<file path="src/rtl/ump_group_remap_forwarder_assert.svh">
// Assertion macros for the UMP group-remap forwarder.
// Used by the top level; needs nothing else.
`ifndef UMP_GROUP_REMAP_FORWARDER_ASSERT_SVH
`define UMP_GROUP_REMAP_FORWARDER_ASSERT_SVH

// Implication within the same cycle, gated off during reset.
`define UGR_ASSERT_SAME(label, clk, rst_n, ante, cons, msg) \
    label: assert property (@(posedge clk) disable iff (!rst_n) (ante) |-> (cons)) \
        else $error(msg);

// Implication in the following cycle, gated off during reset.
`define UGR_ASSERT_NEXT(label, clk, rst_n, ante, cons, msg) \
    label: assert property (@(posedge clk) disable iff (!rst_n) (ante) |=> (cons)) \
        else $error(msg);

`endif

</file>
<file path="src/rtl/ugr_pkg.sv">
// Shared types, constants and the UMP length table of the group-remap forwarder.
// No dependencies.
package ugr_pkg;

    localparam int WORDS_MAX  = 4;
    localparam int FIFO_DEPTH = 4;

    localparam logic [31:0] GROUP_CLEAR_MASK = 32'hF0FF_FFFF;
    localparam logic [3:0]  NIBBLE_MASK      = 4'hF;
    localparam logic [3:0]  MT_UTILITY       = 4'h0;
    localparam logic [3:0]  MT_RESERVED      = 4'hE;
    localparam logic [3:0]  MT_STREAM        = 4'hF;
    localparam int          MT_SHIFT         = 28;
    localparam int          GROUP_SHIFT      = 24;

    // One complete packet waiting for the back end
    typedef struct packed {
        logic [WORDS_MAX-1:0][31:0] words;
        logic [1:0]                 last_idx;
    } pkt_t;

    // Packet length in words for a message type
    function automatic logic [2:0] mt_words(input logic [3:0] mt);
        logic [2:0] len;
        case (mt) inside
            4'h0, 4'h1, 4'h2, 4'h6, 4'h7: len = 3'd1;
            4'h3, 4'h4, 4'h8, 4'h9, 4'hA: len = 3'd2;
            4'hB, 4'hC:                   len = 3'd3;
            default:                      len = 3'd4;
        endcase
        return len;
    endfunction

endpackage

</file>
<file path="src/rtl/ump_group_remap_forwarder.sv">
// UMP group-remap forwarder: one word accepted per cycle while the queue has room,
// one word out per cycle while m_tready is high. A packet's last input word writes
// it into the packet queue (4 packets), which sets how far input runs ahead; the
// back end then loads its words back to back into the registered output.
// rst_n (asynchronous, active low) closes any open packet, empties the queue,
// and clears forward_enable.
`include "ump_group_remap_forwarder_assert.svh"

module ump_group_remap_forwarder
    import ugr_pkg::*;
#(
    parameter int NUM_SLOTS       = 4,
    parameter int GROUPS_PER_SLOT = 4
)
(
    input  logic        clk,
    input  logic        rst_n,
    input  logic        cfg_we,
    input  logic        cfg_wdata,     // forward_enable
    input  logic        s_tvalid,
    output logic        s_tready,
    input  logic [31:0] s_tdata,       // [31:0] ump_word
    input  logic [3:0]  s_tuser,       // [3:0] slot_index
    input  logic        s_tlast,       // buffer_last
    output logic        m_tvalid,
    input  logic        m_tready,
    output logic [31:0] m_tdata,       // [31:0] out_word
    output logic        m_tlast        // packet_end
);

    logic forward_enable_reg;
    logic accept;
    logic push;
    logic pop;
    logic empty;
    logic full;
    pkt_t push_pkt;
    pkt_t head_pkt;

    // Hold the configuration register
    always_ff @(posedge clk or negedge rst_n)
    begin
        if (!rst_n)
            forward_enable_reg <= 1'b0;
        else if (cfg_we)
            forward_enable_reg <= cfg_wdata;
    end

    assign s_tready = !full;
    assign accept   = s_tvalid && s_tready;

    ugr_front #(
        .NUM_SLOTS       (NUM_SLOTS),
        .GROUPS_PER_SLOT (GROUPS_PER_SLOT)
    ) u_front (
        .clk            (clk),
        .rst_n          (rst_n),
        .accept         (accept),
        .slot_index     (s_tuser),
        .ump_word       (s_tdata),
        .buffer_last    (s_tlast),
        .forward_enable (forward_enable_reg),
        .push           (push),
        .push_pkt       (push_pkt)
    );

    ugr_fifo u_fifo (
        .clk      (clk),
        .rst_n    (rst_n),
        .push     (push),
        .push_pkt (push_pkt),
        .pop      (pop),
        .head_pkt (head_pkt),
        .empty    (empty),
        .full     (full)
    );

    ugr_back u_back (
        .clk        (clk),
        .rst_n      (rst_n),
        .head_pkt   (head_pkt),
        .empty      (empty),
        .pop        (pop),
        .out_valid  (m_tvalid),
        .out_ready  (m_tready),
        .out_word   (m_tdata),
        .packet_end (m_tlast)
    );

    // Queue and forwarding checks
    `UGR_ASSERT_SAME(a_no_push_full, clk, rst_n, push, !full, "packet pushed into full queue")
    `UGR_ASSERT_SAME(a_no_pop_empty, clk, rst_n, pop, !empty, "packet popped from empty queue")
    `UGR_ASSERT_SAME(a_no_push_disabled, clk, rst_n, push, forward_enable_reg && accept,
                     "packet forwarded while disabled or without input")
    `UGR_ASSERT_NEXT(a_push_fills, clk, rst_n, push && !pop, !empty, "pushed packet lost")

endmodule

</file>
<file path="src/rtl/ugr_front.sv">
// Front end: assembles UMP words into packets, rewrites the group, filters.
// Depends on ugr_pkg.
module ugr_front
    import ugr_pkg::*;
#(
    parameter int NUM_SLOTS       = 4,
    parameter int GROUPS_PER_SLOT = 4
)
(
    input  logic        clk,
    input  logic        rst_n,
    input  logic        accept,
    input  logic [3:0]  slot_index,
    input  logic [31:0] ump_word,
    input  logic        buffer_last,
    input  logic        forward_enable,
    output logic        push,
    output pkt_t        push_pkt
);

    logic [31:0] held_reg [WORDS_MAX];
    logic [2:0]  expected_reg, expected_next;
    logic [2:0]  cnt_reg, cnt_next;
    logic        discard_reg, discard_next;

    logic [3:0]  mt;
    logic [3:0]  src_group;
    logic [3:0]  grp_mod;
    logic [8:0]  group_sum;
    logic [3:0]  dst_group;
    logic        first;
    logic        first_discard;
    logic [2:0]  eff_expected;
    logic [2:0]  eff_cnt;
    logic        eff_discard;
    logic [2:0]  new_cnt;
    logic        complete;
    logic [31:0] cur_word;

    // Classify the word and compute the remapped group
    always_comb
    begin
        mt        = ump_word[MT_SHIFT +: 4];
        src_group = ump_word[GROUP_SHIFT +: 4];
        grp_mod   = '0;
        for (int i = 0; i < 16; i++)
        begin
            if (src_group == 4'(i))
                grp_mod = 4'(i % GROUPS_PER_SLOT);
        end
        group_sum = 9'(slot_index) * 9'(GROUPS_PER_SLOT) + 9'(grp_mod);
        dst_group = group_sum[3:0] & NIBBLE_MASK;

        first         = (expected_reg == '0);
        first_discard = (5'(slot_index) >= 5'(NUM_SLOTS)) || (mt == MT_UTILITY) ||
                        (mt == MT_RESERVED) || (mt == MT_STREAM);
        eff_expected  = first ? mt_words(mt) : expected_reg;
        eff_cnt       = first ? 3'd0 : cnt_reg;
        eff_discard   = first ? first_discard : discard_reg;
        cur_word      = first ? ((ump_word & GROUP_CLEAR_MASK) |
                                 ({28'b0, dst_group} << GROUP_SHIFT)) : ump_word;
        new_cnt       = eff_cnt + 3'd1;
        complete      = (new_cnt >= eff_expected);
    end

    // Build the finished packet and decide whether it goes out
    always_comb
    begin
        for (int k = 0; k < WORDS_MAX; k++)
            push_pkt.words[k] = (2'(k) == eff_cnt[1:0]) ? cur_word : held_reg[k];
        push_pkt.last_idx = eff_cnt[1:0];
        push = accept && complete && !eff_discard && forward_enable;
    end

    // Advance the packet tracking state
    always_comb
    begin
        expected_next = expected_reg;
        cnt_next      = cnt_reg;
        discard_next  = discard_reg;
        if (accept)
        begin
            if (complete || buffer_last)
            begin
                expected_next = '0;
                cnt_next      = '0;
                discard_next  = 1'b0;
            end
            else
            begin
                expected_next = eff_expected;
                cnt_next      = new_cnt;
                discard_next  = eff_discard;
            end
        end
    end

    always_ff @(posedge clk or negedge rst_n)
    begin
        if (!rst_n)
        begin
            expected_reg <= '0;
            cnt_reg      <= '0;
            discard_reg  <= 1'b0;
        end
        else
        begin
            expected_reg <= expected_next;
            cnt_reg      <= cnt_next;
            discard_reg  <= discard_next;
        end
    end

    // Hold the word in its slot of the open packet
    always_ff @(posedge clk)
    begin
        if (accept)
            held_reg[eff_cnt[1:0]] <= cur_word;
    end

endmodule

</file>
<file path="src/rtl/ugr_fifo.sv">
// Short packet queue between the front and back ends.
// Depends on ugr_pkg.
module ugr_fifo
    import ugr_pkg::*;
(
    input  logic clk,
    input  logic rst_n,
    input  logic push,
    input  pkt_t push_pkt,
    input  logic pop,
    output pkt_t head_pkt,
    output logic empty,
    output logic full
);

    localparam int PtrW = $clog2(FIFO_DEPTH);

    pkt_t            mem_reg [FIFO_DEPTH];
    logic [PtrW-1:0] wr_ptr_reg, wr_ptr_next;
    logic [PtrW-1:0] rd_ptr_reg, rd_ptr_next;
    logic [PtrW:0]   count_reg, count_next;

    assign empty    = (count_reg == '0);
    assign full     = (count_reg == (PtrW+1)'(FIFO_DEPTH));
    assign head_pkt = mem_reg[rd_ptr_reg];

    // Advance pointers and occupancy
    always_comb
    begin
        wr_ptr_next = push ? wr_ptr_reg + PtrW'(1) : wr_ptr_reg;
        rd_ptr_next = pop ? rd_ptr_reg + PtrW'(1) : rd_ptr_reg;
        count_next  = count_reg;
        if (push && !pop)
            count_next = count_reg + (PtrW+1)'(1);
        else if (pop && !push)
            count_next = count_reg - (PtrW+1)'(1);
    end

    always_ff @(posedge clk or negedge rst_n)
    begin
        if (!rst_n)
        begin
            wr_ptr_reg <= '0;
            rd_ptr_reg <= '0;
            count_reg  <= '0;
        end
        else
        begin
            wr_ptr_reg <= wr_ptr_next;
            rd_ptr_reg <= rd_ptr_next;
            count_reg  <= count_next;
        end
    end

    // Store the pushed packet
    always_ff @(posedge clk)
    begin
        if (push)
            mem_reg[wr_ptr_reg] <= push_pkt;
    end

endmodule

</file>
<file path="src/rtl/ugr_back.sv">
// Back end: serializes queued packets into words on a registered output.
// Depends on ugr_pkg.
module ugr_back
    import ugr_pkg::*;
(
    input  logic        clk,
    input  logic        rst_n,
    input  pkt_t        head_pkt,
    input  logic        empty,
    output logic        pop,
    output logic        out_valid,
    input  logic        out_ready,
    output logic [31:0] out_word,
    output logic        packet_end
);

    logic [1:0]  idx_reg, idx_next;
    logic        valid_reg, valid_next;
    logic [31:0] word_reg;
    logic        end_reg;
    logic        load;
    logic        at_last;

    assign out_valid  = valid_reg;
    assign out_word   = word_reg;
    assign packet_end = end_reg;

    // Load the next word when the output register frees up
    always_comb
    begin
        load     = !empty && (!valid_reg || out_ready);
        at_last  = (idx_reg == head_pkt.last_idx);
        pop      = load && at_last;
        idx_next = idx_reg;
        if (load)
            idx_next = at_last ? 2'd0 : idx_reg + 2'd1;
        valid_next = valid_reg;
        if (load)
            valid_next = 1'b1;
        else if (out_ready)
            valid_next = 1'b0;
    end

    always_ff @(posedge clk or negedge rst_n)
    begin
        if (!rst_n)
        begin
            idx_reg   <= '0;
            valid_reg <= 1'b0;
        end
        else
        begin
            idx_reg   <= idx_next;
            valid_reg <= valid_next;
        end
    end

    always_ff @(posedge clk)
    begin
        if (load)
        begin
            word_reg <= head_pkt.words[idx_reg];
            end_reg  <= at_last;
        end
    end

endmodule
</file>
<file path="config.mk">
export PLATFORM = sky130hd
export DESIGN_NAME = ump_group_remap_forwarder
export DESIGN_NICKNAME = d
export VERILOG_FILES = /design/src/rtl/ugr_pkg.sv /design/src/rtl/ump_group_remap_forwarder.sv /design/src/rtl/ugr_front.sv /design/src/rtl/ugr_fifo.sv /design/src/rtl/ugr_back.sv
export VERILOG_INCLUDE_DIRS = /design/src /design/src/rtl
export SDC_FILE = /design/constraint.sdc
export NUM_CORES = 1
export LEC_CHECK = 0
export BUFFER_PORTS_ARGS = -buffer_cell sky130_fd_sc_hd__buf_2
export CAP_MARGIN = 25
export CELL_PAD_IN_SITES_DETAIL_PLACEMENT = 0
export CELL_PAD_IN_SITES_GLOBAL_PLACEMENT = 2
export CORE_MARGIN = 2
export CORE_UTILIZATION = 54
export CTS_CLUSTER_SIZE = 25
export DETAILED_ROUTE_END_ITERATION = 16
export PLACE_DENSITY_LB_ADDON = 0.1
export SYNTH_ARGS = -nofsm -noshare
export SYNTH_HDL_FRONTEND = slang
export SYNTH_SLANG_ARGS = --single-unit
</file>
<file path="constraint.sdc">
create_clock -name clk -period 11.7 [get_ports clk]
set_input_delay 1.17 -clock clk [delete_from_list [all_inputs] [get_ports clk]]
set_output_delay 1.17 -clock clk [all_outputs]
set_load 0.01 [all_outputs]
</file>
==> results by group, run 1 <==
Run status
  • Status: complete, no violations

Die
  • Placement Rows: 81
  • DIE HEIGHT: 228 µm
  • Initial Utilization: 54.9%
  • Die area: 51800 µm²
  • Die width: 228 µm
  • I/O pins: 78
  • Core area: 49200 µm²

Drt
  • Vias: 11743
  • DRT iter0 DRCs: 1126
  • ANT nets after route: 0
  • DRC Markers: 0
  • Vias per inst: 5.92
  • 1st-pass router iterations: 5
  • WL/cell: 26.6 µm
  • WL final: 52.8 mm

Timing
  • Final slew viol count: 0
  • Final setup viols: 0
  • Final hold vios: 0
  • Setup Skew: 0.0219 ns
  • Relative slew slack: 35.2%
  • Post-layout minimum cycle time: 5.12 ns
  • Least-Margin Pin Slew: 0.971 ns
  • Fmax: 195 MHz
  • RSZ-0062 raised after global routing: no
  • Fin crit share: 43.7%
  • Setup TNS: 0 ns
  • Post-route setup slack: 6.58 ns

Synthesis
  • Largest family of logic cells by synthesized area: multiplexers
  • Top FF cell, synth: edfxtp_1
  • Commonest cells in the netlist: edfxtp_1 (681), mux4_2 (162), mux2_2 (123)
  • XOR/XNOR Fraction of Synth Area: 0.292%
  • Post-synthesis adder-cell area fraction: 0.630%
  • Synth Area in Compound Gates: 0.713%
  • Synthesized area: 27000 µm²
  • Synthesized netlist net count: 1215
  • Asr flop ratio synth: 2.58%
  • Simple-gate portion of the synthesized area: 0.843%
  • Synth cell types: 39
  • Syn Area/Cell: 23.3 µm²
  • #FFs+latches synth: 699
  • Number of synthesized flops with an enable pin: 681
  • Post-Syn Instances: 1159
  • Yosys top cell by area: edfxtp_1
  • Sequential share of the synthesized area: 77.4%
  • Yosys top cell area share: 75.7%
  • Synth area leaders: edfxtp_1 (76%), mux4_2 (14%), mux2_2 (5.1%), dfrtp_1 (1.7%), ha_1 (0.56%)
  • Yosys warns: 0
  • Most frequent cell after synthesis: edfxtp_1
  • Mux cell area share after synthesis: 18.8%

Setup path
  • Crit path kind: flip-flop to flip-flop
  • Slowest cell on crit path: buf_4
  • Critical-path cell list: or3_1 -> nand2_1 -> inv_1 -> ha_2 -> xnor2_1 -> ha_1 -> a21o_1 -> and4b_1 -> and2_4 -> buf_4 -> buf_4
  • Critical path startpoint category: flip-flop
  • Critical path endpoint category: flip-flop
  • Most frequent CP cell: buf_4
  • Max incr delay on CP: 0.74 ns
  • Worst endpoint required time: 11.91 ns
  • Critical Path AT: 5.32 ns
  • Critical Path Fanout Max: 51

Finish
  • Post-layout net count: 1326
  • Synth-to-layout area growth: 12.5%
  • Largest register FFs: 520
  • Share of layout cells above drive strength 1: 37.7%

Pwr
  • Pwr Total: 6.64 mW
  • Leak: 9.77 nW
  • Maximum vdd drop: 0.149 mV
  • P per Cell Area: 218 nW/µm²

Job
  • MaxCap Viol Count: 0

Global route
  • Vias in the first global route: 12382
  • All-Layer GR Usage: 21.5%
  • Overflow after GRT: 0
  • First-pass GRT wire length: 79.2 mm
  • Pin count of the biggest net entering global routing: 110
  • Antenna violations before repair: 0

Placed design
  • Placer Congestion: 0.705
  • IO buf count: 77
  • DP Worst Slack: 5.99 ns
  • Dpl hpwl: 26.0 mm

CTS
  • Clock root buffer: clkbuf_16
  • CTS Buffer Depth: 3
  • CTS tree: done
  • TritonCTS Buffers: 71
  • Post-CTS resize count: 0
  • CTS Sinks: 699
  • Worst-skew pair later-pin latency: 0.59 ns
  • Setup Fix Bufs, Post-CTS: 0
  • Worst-path clk slew: 0.06 ns
  • Hold_buf cts: 0
  • H-tree depth: 3

Min path
  • HP Class: flip-flop to flip-flop
==> per-layer routing <==
| layer | track usage [%] | vias to the layer above | share of wire (%) |
|---|---|---|---|
| met3 | 3.43 | 61 | 4.1 |
| met1 | 30.2 | 6344 | 43 |
| li1 | - | 5085 | - |
| met5 | 0 | - | 0 |
| met4 | 6.03 | 0 | 1.6 |
| met2 | 35.4 | 253 | 51 |
==> kinds of logic after synthesis <==
kind of cell,Yosys count
adder cells (fa/ha/maj),13
AO/OA/AOI/OAI,31
AND/OR/NAND/NOR,47
XOR/XNOR,9
multiplexers,290
flip-flops,699
buffers and inverters,70
==> metrics by stage <==
step                hold WS [ns]  instances  cell area, µm²  util (%)
detailed placement         0.485       1860           28200      57.3
finish                     0.499       1983           30400      61.8
CTS                        0.497       1981           30400      61.8
global route               0.515       1982           30400      61.8
floorplan                  0.450       1159           27000         -
global placement           0.476       1858           28100      57.2
==> final timing paths <==
check / slack [ns] / cells past startpoint / from / endpoint
max: 6.58 / 11 / u_front.expected_reg[2]$_DFFE_PN0P_ / u_fifo.mem_reg[3][43]$_DFFE_PP_
min: 0.50 / 2 / u_front.cnt_reg[0]$_DFFE_PN0P_ / u_front.cnt_reg[0]$_DFFE_PN0P_
max reg2reg: 6.58 / 11 / u_front.expected_reg[2]$_DFFE_PN0P_ / u_fifo.mem_reg[3][43]$_DFFE_PP_
min reg2reg: 0.50 / 2 / u_front.cnt_reg[0]$_DFFE_PN0P_ / u_front.cnt_reg[0]$_DFFE_PN0P_
max in group asynchronous: 10.80 / 1 / rst_n / u_fifo.rd_ptr_reg[1]$_DFFE_PN0P_
min in group asynchronous: 0.54 / 1 / rst_n / u_front.discard_reg$_DFFE_PN0P_
==> cell type report <==
cell class	instances	area, µm²
diodes	1	2.50
clock inverters	32	269
multi-input cells	390	5810
inverters	10	37.5
repair buffers	98	616
fillers	3421	18800
clock buffers	89	1910
flip-flops and latches	699	20900
well taps	664	831
==> cells in the final DEF, fill, tap and decap left out, drive strengths merged, types with 14 or more instances in the layout <==
cell	Yosys	final
a21oi	14	14
buf	37	98
clkbuf	23	89
clkinv	0	25
dfrtp	18	18
edfxtp	681	681
mux2	124	124
mux4	162	162
==> critical path, delay by kind of cell (launching register included) <==
kind / cells / cell delay [ns]
simple gates: 4 / 1.85
buf+inv: 3 / 1.59
fa+ha+maj: 2 / 0.54
flops: 1 / 0.41
xor+xnor: 1 / 0.15
compound gates: 1 / 0.13
==> report_power, final <==
group	internal [mW]	leakage (nW)	switching [mW]
combinational	0.711	2.30	0.709
sequential	2.98	6.39	0.0973
clock	1.24	1.07	0.896
(Power assumes the default switching activity.)
==> run 2: changes to the inputs <==
--- a/config.mk
+++ b/config.mk
@@ -11,7 +11,7 @@
 export CELL_PAD_IN_SITES_DETAIL_PLACEMENT = 0
 export CELL_PAD_IN_SITES_GLOBAL_PLACEMENT = 2
 export CORE_MARGIN = 2
-export CORE_UTILIZATION = 54
+export CORE_UTILIZATION = 45
 export CTS_CLUSTER_SIZE = 25
 export DETAILED_ROUTE_END_ITERATION = 16
 export PLACE_DENSITY_LB_ADDON = 0.1
==> constraint.sdc (replaced) <==
create_clock -name clk -period 4.5 [get_ports clk]
set_input_delay 0.45 -clock clk [delete_from_list [all_inputs] [get_ports clk]]
set_output_delay 0.45 -clock clk [all_outputs]
set_load 0.01 [all_outputs]
==> results by group, run 2 (synthesis results as in run 1) <==
CTS
  • Hold_buf cts: 1 (+1)
  • CTS Buffer Depth: 3 (unchanged)
  • Post-CTS resize count: 0 (unchanged)
  • Clock root buffer: clkbuf_16
  • TritonCTS Buffers: 74 (+4.2%)
  • H-tree depth: 3 (unchanged)
  • CTS tree: done
  • CTS Sinks: 699 (unchanged)
  • Worst-path clk slew: 0.06 ns (about the same)
  • Setup Fix Bufs, Post-CTS: 0 (unchanged)
  • Worst-skew pair later-pin latency: 0.61 ns (+0.02 ns)

Die
  • Core area: 59100 µm² (+20%)
  • I/O pins: 78 (unchanged)
  • Die width: 249 µm (+9.4%)
  • DIE HEIGHT: 249 µm (+9.4%)
  • Initial Utilization: 45.7% (-9.3 points)
  • Placement Rows: 89 (+9.9%)
  • Die area: 62000 µm² (+20%)

Placed design
  • IO buf count: 77 (unchanged)
  • DP Worst Slack: 0.714 ns (-5.27 ns)
  • Dpl hpwl: 28.5 mm (+9.2%)
  • Placer Congestion: 0.688 (-2.4%)
  • Placed inst area: 28500 µm² (+1.2%)

Drt
  • Vias per inst: 5.57 (-6.0%)
  • WL/cell: 26.4 µm (-0.82%)
  • Vias: 11768 (+0.21%)
  • DRT iter0 DRCs: 899 (-20%)
  • Met3 wire length: 2.07 mm (-3.9%)
  • ANT nets after route: 0 (unchanged)
  • 1st-pass router iterations: 5 (unchanged)
  • WL final: 55.8 mm (+5.7%)
  • Routed wl met2: 28.2 mm (+5.1%)
  • Metal1 wirelength: 24.5 mm (+6.9%)
  • Uppermost layer routed: met4
  • DRC Markers: 0 (unchanged)

Timing
  • Post-route setup slack: 0.734 ns (-5.85 ns)
  • Final setup viols: 0 (unchanged)
  • Final hold vios: 0 (unchanged)
  • RSZ-0062 raised after global routing: no
  • Relative slew slack: 35.0% (-0.28 points)
  • Fin crit share: 83.7% (+40 points)
  • Setup TNS: 0 ns (unchanged)
  • Post-layout minimum cycle time: 3.77 ns (-1.35 ns)
  • Fmax: 266 MHz (+36%)
  • Setup Skew: 0.0204 ns (-0.00149 ns)
  • Final slew viol count: 0 (unchanged)
  • Least-Margin Pin Slew: 0.976 ns (+0.00426 ns)

Global route
  • First-pass GRT wire length: 82.8 mm (+4.6%)
  • Vias in the first global route: 12630 (+2.0%)
  • Overflow after GRT: 0 (unchanged)
  • Pin count of the biggest net entering global routing: 130 (+18%)
  • Antenna violations before repair: 1 (+1)
  • All-Layer GR Usage: 18.4% (-3.0 points)

Finish
  • Fin area: 30800 µm² (+1.5%)
  • Commonest non-fill, non-tap cell in the layout: edfxtp_1
  • Commonest cells after routing, fill and taps aside: edfxtp_1 (681), mux4_2 (162), mux2_2 (123), clkbuf_16 (79), buf_2 (77)
  • Synth-to-layout area growth: 14.2%
  • ANT cells: 0 (-1)
  • Largest register FFs: 520 (unchanged)
  • Post-layout net count: 1341 (+1.1%)
  • Share of layout cells above drive strength 1: 38.1% (+0.35 points)
  • Filler instances: 4602 (+35%)

Pwr
  • Leak: 9.91 nW (+1.4%)
  • Pwr Total: 17.6 mW (+170%)
  • P per Cell Area: 572 nW/µm² (+160%)
  • Maximum vdd drop: 0.359 mV (+140%)

Setup path
  • Worst r2r src: u_front.expected_reg[2]$_DFFE_PN0P_
  • Setup crit end: u_fifo.mem_reg[3][23]$_DFFE_PP_
  • Crit path kind: flip-flop to flip-flop
  • Worst Reg-to-Reg Cells: 10 (-1)
  • Critical Path AT: 4.04 ns (-1.28 ns)
  • Worst endpoint required time: 4.78 ns (-7.13 ns)
  • Critical path startpoint category: flip-flop
  • Critical path endpoint category: flip-flop
  • CP startpoint: u_front.expected_reg[2]$_DFFE_PN0P_
  • R2R Path End: u_fifo.mem_reg[3][23]$_DFFE_PP_
  • FF-to-FF setup slack: 0.73 ns (-5.85 ns)
  • Critical Path Fanout Max: 36 (-29%)

Run status
  • Status: complete, no violations

Min path
  • Hold path cells: 2 (unchanged)
  • HP Class: input pin to flip-flop

Job
  • MaxCap Viol Count: 0 (unchanged)
-- run 2: cell count changes in the layout (fill, tap and decap cells not counted), moves of 2 or more --
cell,delta
ha_2,+2
clkbuf_1,+2
clkinv_2,-3
clkbuf_16,+5
inv_6,-2
buf_12,+13
clkinv_1,+6
buf_16,-3
ha_4,-2
-- run 2: per-stage QoR --
step / instances / hold slack, ns / util (%)
detailed placement: 1981 / 0.431 / 48.2
global route: 2113 / 0.0549 / 52.2
CTS: 2113 / 0.0119 / 52.2
finish: 2113 / 0.0474 / 52.2
floorplan: 1159 / 0.154 / -
global placement: 1981 / 0.429 / 48.2
-- run 2: worst max-delay path, stage by stage, from the launching register on --
cell and delay (ns):
dfrtp_1 0.41, or3_1 0.55, nand2_1 0.19, inv_1 0.15, ha_2 0.24, xnor2_1 0.15
ha_1 0.30, a21o_1 0.13, and4b_1 0.39, and2_4 0.58, buf_12 0.32
-- run 2: power breakdown --
group	leakage, nW	total (mW)	switching [mW]	internal, mW
registers	6.39	7.92	0.160	7.76
clock network	1.14	5.85	2.37	3.47
logic	2.38	3.87	2.00	1.87
total	9.91	17.6	4.53	13.1
-- run 2: layout make-up --
| cell class | instances | area, µm² | area share [%] |
|---|---|---|---|
| Timing Repair Buffer | 110 | 811 | 2.63 |
| Clock inverter | 35 | 289 | 0.937 |
| Inverter | 10 | 37.5 | 0.122 |
| Multi-Input combinational cell | 390 | 5790 | 18.8 |
| Tap cell | 773 | 967 | 3.14 |
| Clock buffer | 96 | 2040 | 6.62 |
| Sequential cell | 699 | 20900 | 67.8 |
-- run 2: how the worst min path moves through the flow --
stage / start / endpoint / slack (ns)
finish: m_tready / u_back.out_valid$_DFFE_PN0P_ / 0.05
global route: m_tready / u_back.out_valid$_DFFE_PN0P_ / 0.05
CTS: m_tready / u_back.out_valid$_DFFE_PN0P_ / 0.01
detailed placement: rst_n / u_back.out_valid$_DFFE_PN0P_ / 0.43
global placement: rst_n / u_back.out_valid$_DFFE_PN0P_ / 0.43
floorplan: rst_n / forward_enable_reg$_DFFE_PN0P_ / 0.15
-- run 2: per-layer routing --
| layer | track usage, % | vias to the layer above |
|---|---|---|
| li1 | - | 5116 |
| met1 | 25.1 | 6368 |
| met2 | 30.9 | 206 |
| met3 | 3.24 | 78 |
| met4 | 4.92 | 0 |
| met5 | 0 | - |
==> run 3: changes to the inputs <==
==> constraint.sdc (replaced) <==
create_clock -name clk -period 3.2 [get_ports clk]
set_input_delay 0.32 -clock clk [delete_from_list [all_inputs] [get_ports clk]]
set_output_delay 0.32 -clock clk [all_outputs]
set_load 0.01 [all_outputs]
==> results by group, run 3 (synthesis results as in run 1) <==
Run status
  • Status: complete, no violations

CTS
  • CTS tree: done
  • Clock root buffer: clkbuf_16
  • Worst-skew pair later-pin latency: 0.60 ns (about the same)
  • Worst-path clk slew: 0.06 ns (about the same)
  • TritonCTS Buffers: 74 (unchanged)
  • CTS Sinks: 699 (unchanged)
  • H-tree depth: 3 (unchanged)
  • CTS Buffer Depth: 3 (unchanged)

Die
  • Placement Rows: 89 (unchanged)
  • Initial Utilization: 45.7% (unchanged)
  • Core area: 59100 µm² (unchanged)
  • DIE HEIGHT: 249 µm (unchanged)
  • Die width: 249 µm (unchanged)
  • Die area: 62000 µm² (unchanged)
  • I/O pins: 78 (unchanged)

Pwr
  • Leak: 10.2 nW (+3.1%)
  • Maximum vdd drop: 0.558 mV (+56%)
  • P per Cell Area: 793 nW/µm² (+39%)
  • Pwr Total: 25.0 mW (+42%)

Timing
  • Setup Skew: 0.0147 ns (-0.00570 ns)
  • Final hold vios: 0 (unchanged)
  • RSZ-0062 raised after global routing: no
  • Hold Slack: 0.0315 ns (-0.0159 ns)
  • Final slew viol count: 0 (unchanged)
  • Final setup viols: 0 (unchanged)
  • Post-layout minimum cycle time: 3.07 ns (-0.700 ns)
  • Least-Margin Pin Slew: 1.04 ns (+0.0668 ns)
  • Fin crit share: 95.8% (+12 points)
  • Fmax: 326 MHz (+23%)
  • Relative slew slack: 30.5% (-4.5 points)
  • Post-route setup slack: 0.134 ns (-0.600 ns)

Finish
  • Share of layout cells above drive strength 1: 39.7% (+1.7 points)
  • Cell Count, Final, Fillers Out: 2168 (+2.6%)
  • Post-layout net count: 1392 (+3.8%)
  • Commonest cells after routing, fill and taps aside: edfxtp_1 (681), mux4_2 (162), mux2_2 (123), buf_2 (77), clkbuf_16 (75)
  • Commonest non-fill, non-tap cell in the layout: edfxtp_1
  • Fin area: 31500 µm² (+2.1%)
  • Synth-to-layout area growth: 16.6%
  • Largest register FFs: 520 (unchanged)
  • ANT cells: 0 (unchanged)

Global route
  • GR peak layer: met2
  • Met2 usage: 33.0% (+2.1 points)
  • First-pass GRT wire length: 84.3 mm (+1.8%)
  • Pin count of the biggest net entering global routing: 108 (-17%)
  • Grt met1 use: 23.9% (-1.2 points)
  • Antenna violations before repair: 0 (-1)
  • Overflow after GRT: 0 (unchanged)
  • M3 GR Usage: 3.15% (-0.094 points)
  • Vias in the first global route: 12923 (+2.3%)
  • All-Layer GR Usage: 18.6% (+0.15 points)

Setup path
  • Critical Path Fanout Max: 3 (-92%)
  • Critical path startpoint category: flip-flop
  • Worst endpoint required time: 3.68 ns (-1.10 ns)
  • Crit path kind: flip-flop to flip-flop
  • Critical path endpoint category: flip-flop
  • FF-to-FF setup slack: 0.13 ns (-0.60 ns)
  • Critical Path AT: 3.55 ns (-0.49 ns)

Placed design
  • Dpl hpwl: 29.5 mm (+3.6%)
  • Placer Congestion: 0.704 (+2.4%)
  • Post-Place Cells: 2007 (+1.3%)
  • IO buf count: 77 (unchanged)
  • DP Worst Slack: -0.0113 ns (-0.726 ns)
  • Placed inst area: 28900 µm² (+1.3%)

Drt
  • Vias: 11977 (+1.8%)
  • WL final: 56.2 mm (+0.75%)
  • WL/cell: 25.9 µm (-1.8%)
  • Vias per inst: 5.52 (-0.81%)
  • DRC Markers: 0 (unchanged)
  • DRT iter0 DRCs: 693 (-23%)
  • ANT nets after route: 0 (unchanged)
  • 1st-pass router iterations: 5 (unchanged)

Job
  • MaxCap Viol Count: 0 (unchanged)

Min path
  • HP Class: input pin to flip-flop
==> run 3: changes by cell type in the layout (fill, tap and decap cells not counted), moves of 3 or more <==
cell,previous run,this run
dlygate4sd3_1,1,23
buf_4,18,35
buf_12,14,24
clkbuf_16,79,75
clkinv_1,17,14
inv_6,1,4
==> run 3: metal layers <==
layer  vias up  wire length (µm)
met5         -                 0
met4         0              1060
met3        78              1600
met2       198             29600
met1      6476             24000
li1       5225                 -
==> run 3: critical path: stages, from the launching register on <==
cell and delay, ns:
dfrtp_1 0.38, or3_4 0.43, nand2_4 0.11, ha_2 0.28, ha_1 0.27, a21o_1 0.17
a21o_1 0.18, and4b_1 0.20, ha_2 0.18, inv_1 0.07, fa_2 0.42, mux2_2 0.26
==> run 3: metrics by stage <==
stage	util, %	setup TNS (ns)
global route	53.2	0
global placement	48.8	-0.107
finish	53.2	0
CTS	53.2	0
floorplan	-	-170.83
detailed placement	48.8	-0.0113
==> run 3: what timing repair did <==
action	in CTS	in global routing
hold buffers	23	0
gates resized for setup	0	5
hold endpoints to repair	88	0
buffers inserted	0	3
setup endpoints to repair	0	414
==> run 3: final cells by class <==
cell class	count	area (µm²)
repair buffers	161	1380
multi-input cells	390	5830
clock inverters	41	385
clock buffers	94	1970
inverters	10	42.5
well taps	773	967
flip-flops and latches	699	20900
fillers	4553	27600
==> run 3: worst paths after layout <==
path | endpoint | startpoint | cells past startpoint
worst max-delay path | u_fifo.count_reg[1]$_DFFE_PN0P_ | u_front.expected_reg[1]$_DFFE_PN0P_ | 11
worst min register to register | u_fifo.count_reg[2]$_DFFE_PN0P_ | u_fifo.count_reg[2]$_DFFE_PN0P_ | 1
max in group asynchronous | u_fifo.rd_ptr_reg[1]$_DFFE_PN0P_ | rst_n | 2
worst min-delay path | u_front.held_reg[2][18]$_DFFE_PP_ | s_tdata[18] | 1
min in group asynchronous | u_back.out_valid$_DFFE_PN0P_ | rst_n | 2
worst max register to register | u_fifo.count_reg[1]$_DFFE_PN0P_ | u_front.expected_reg[1]$_DFFE_PN0P_ | 11
==> run 3: power by group <==
group          switching, mW  total [mW]  leakage, nW  internal (mW)
registers              0.229        11.1         6.39           10.9
clock network           3.44        8.30         1.15           4.86
logic                   2.82        5.53         2.67           2.71
total                   6.48        25.0         10.2           18.5
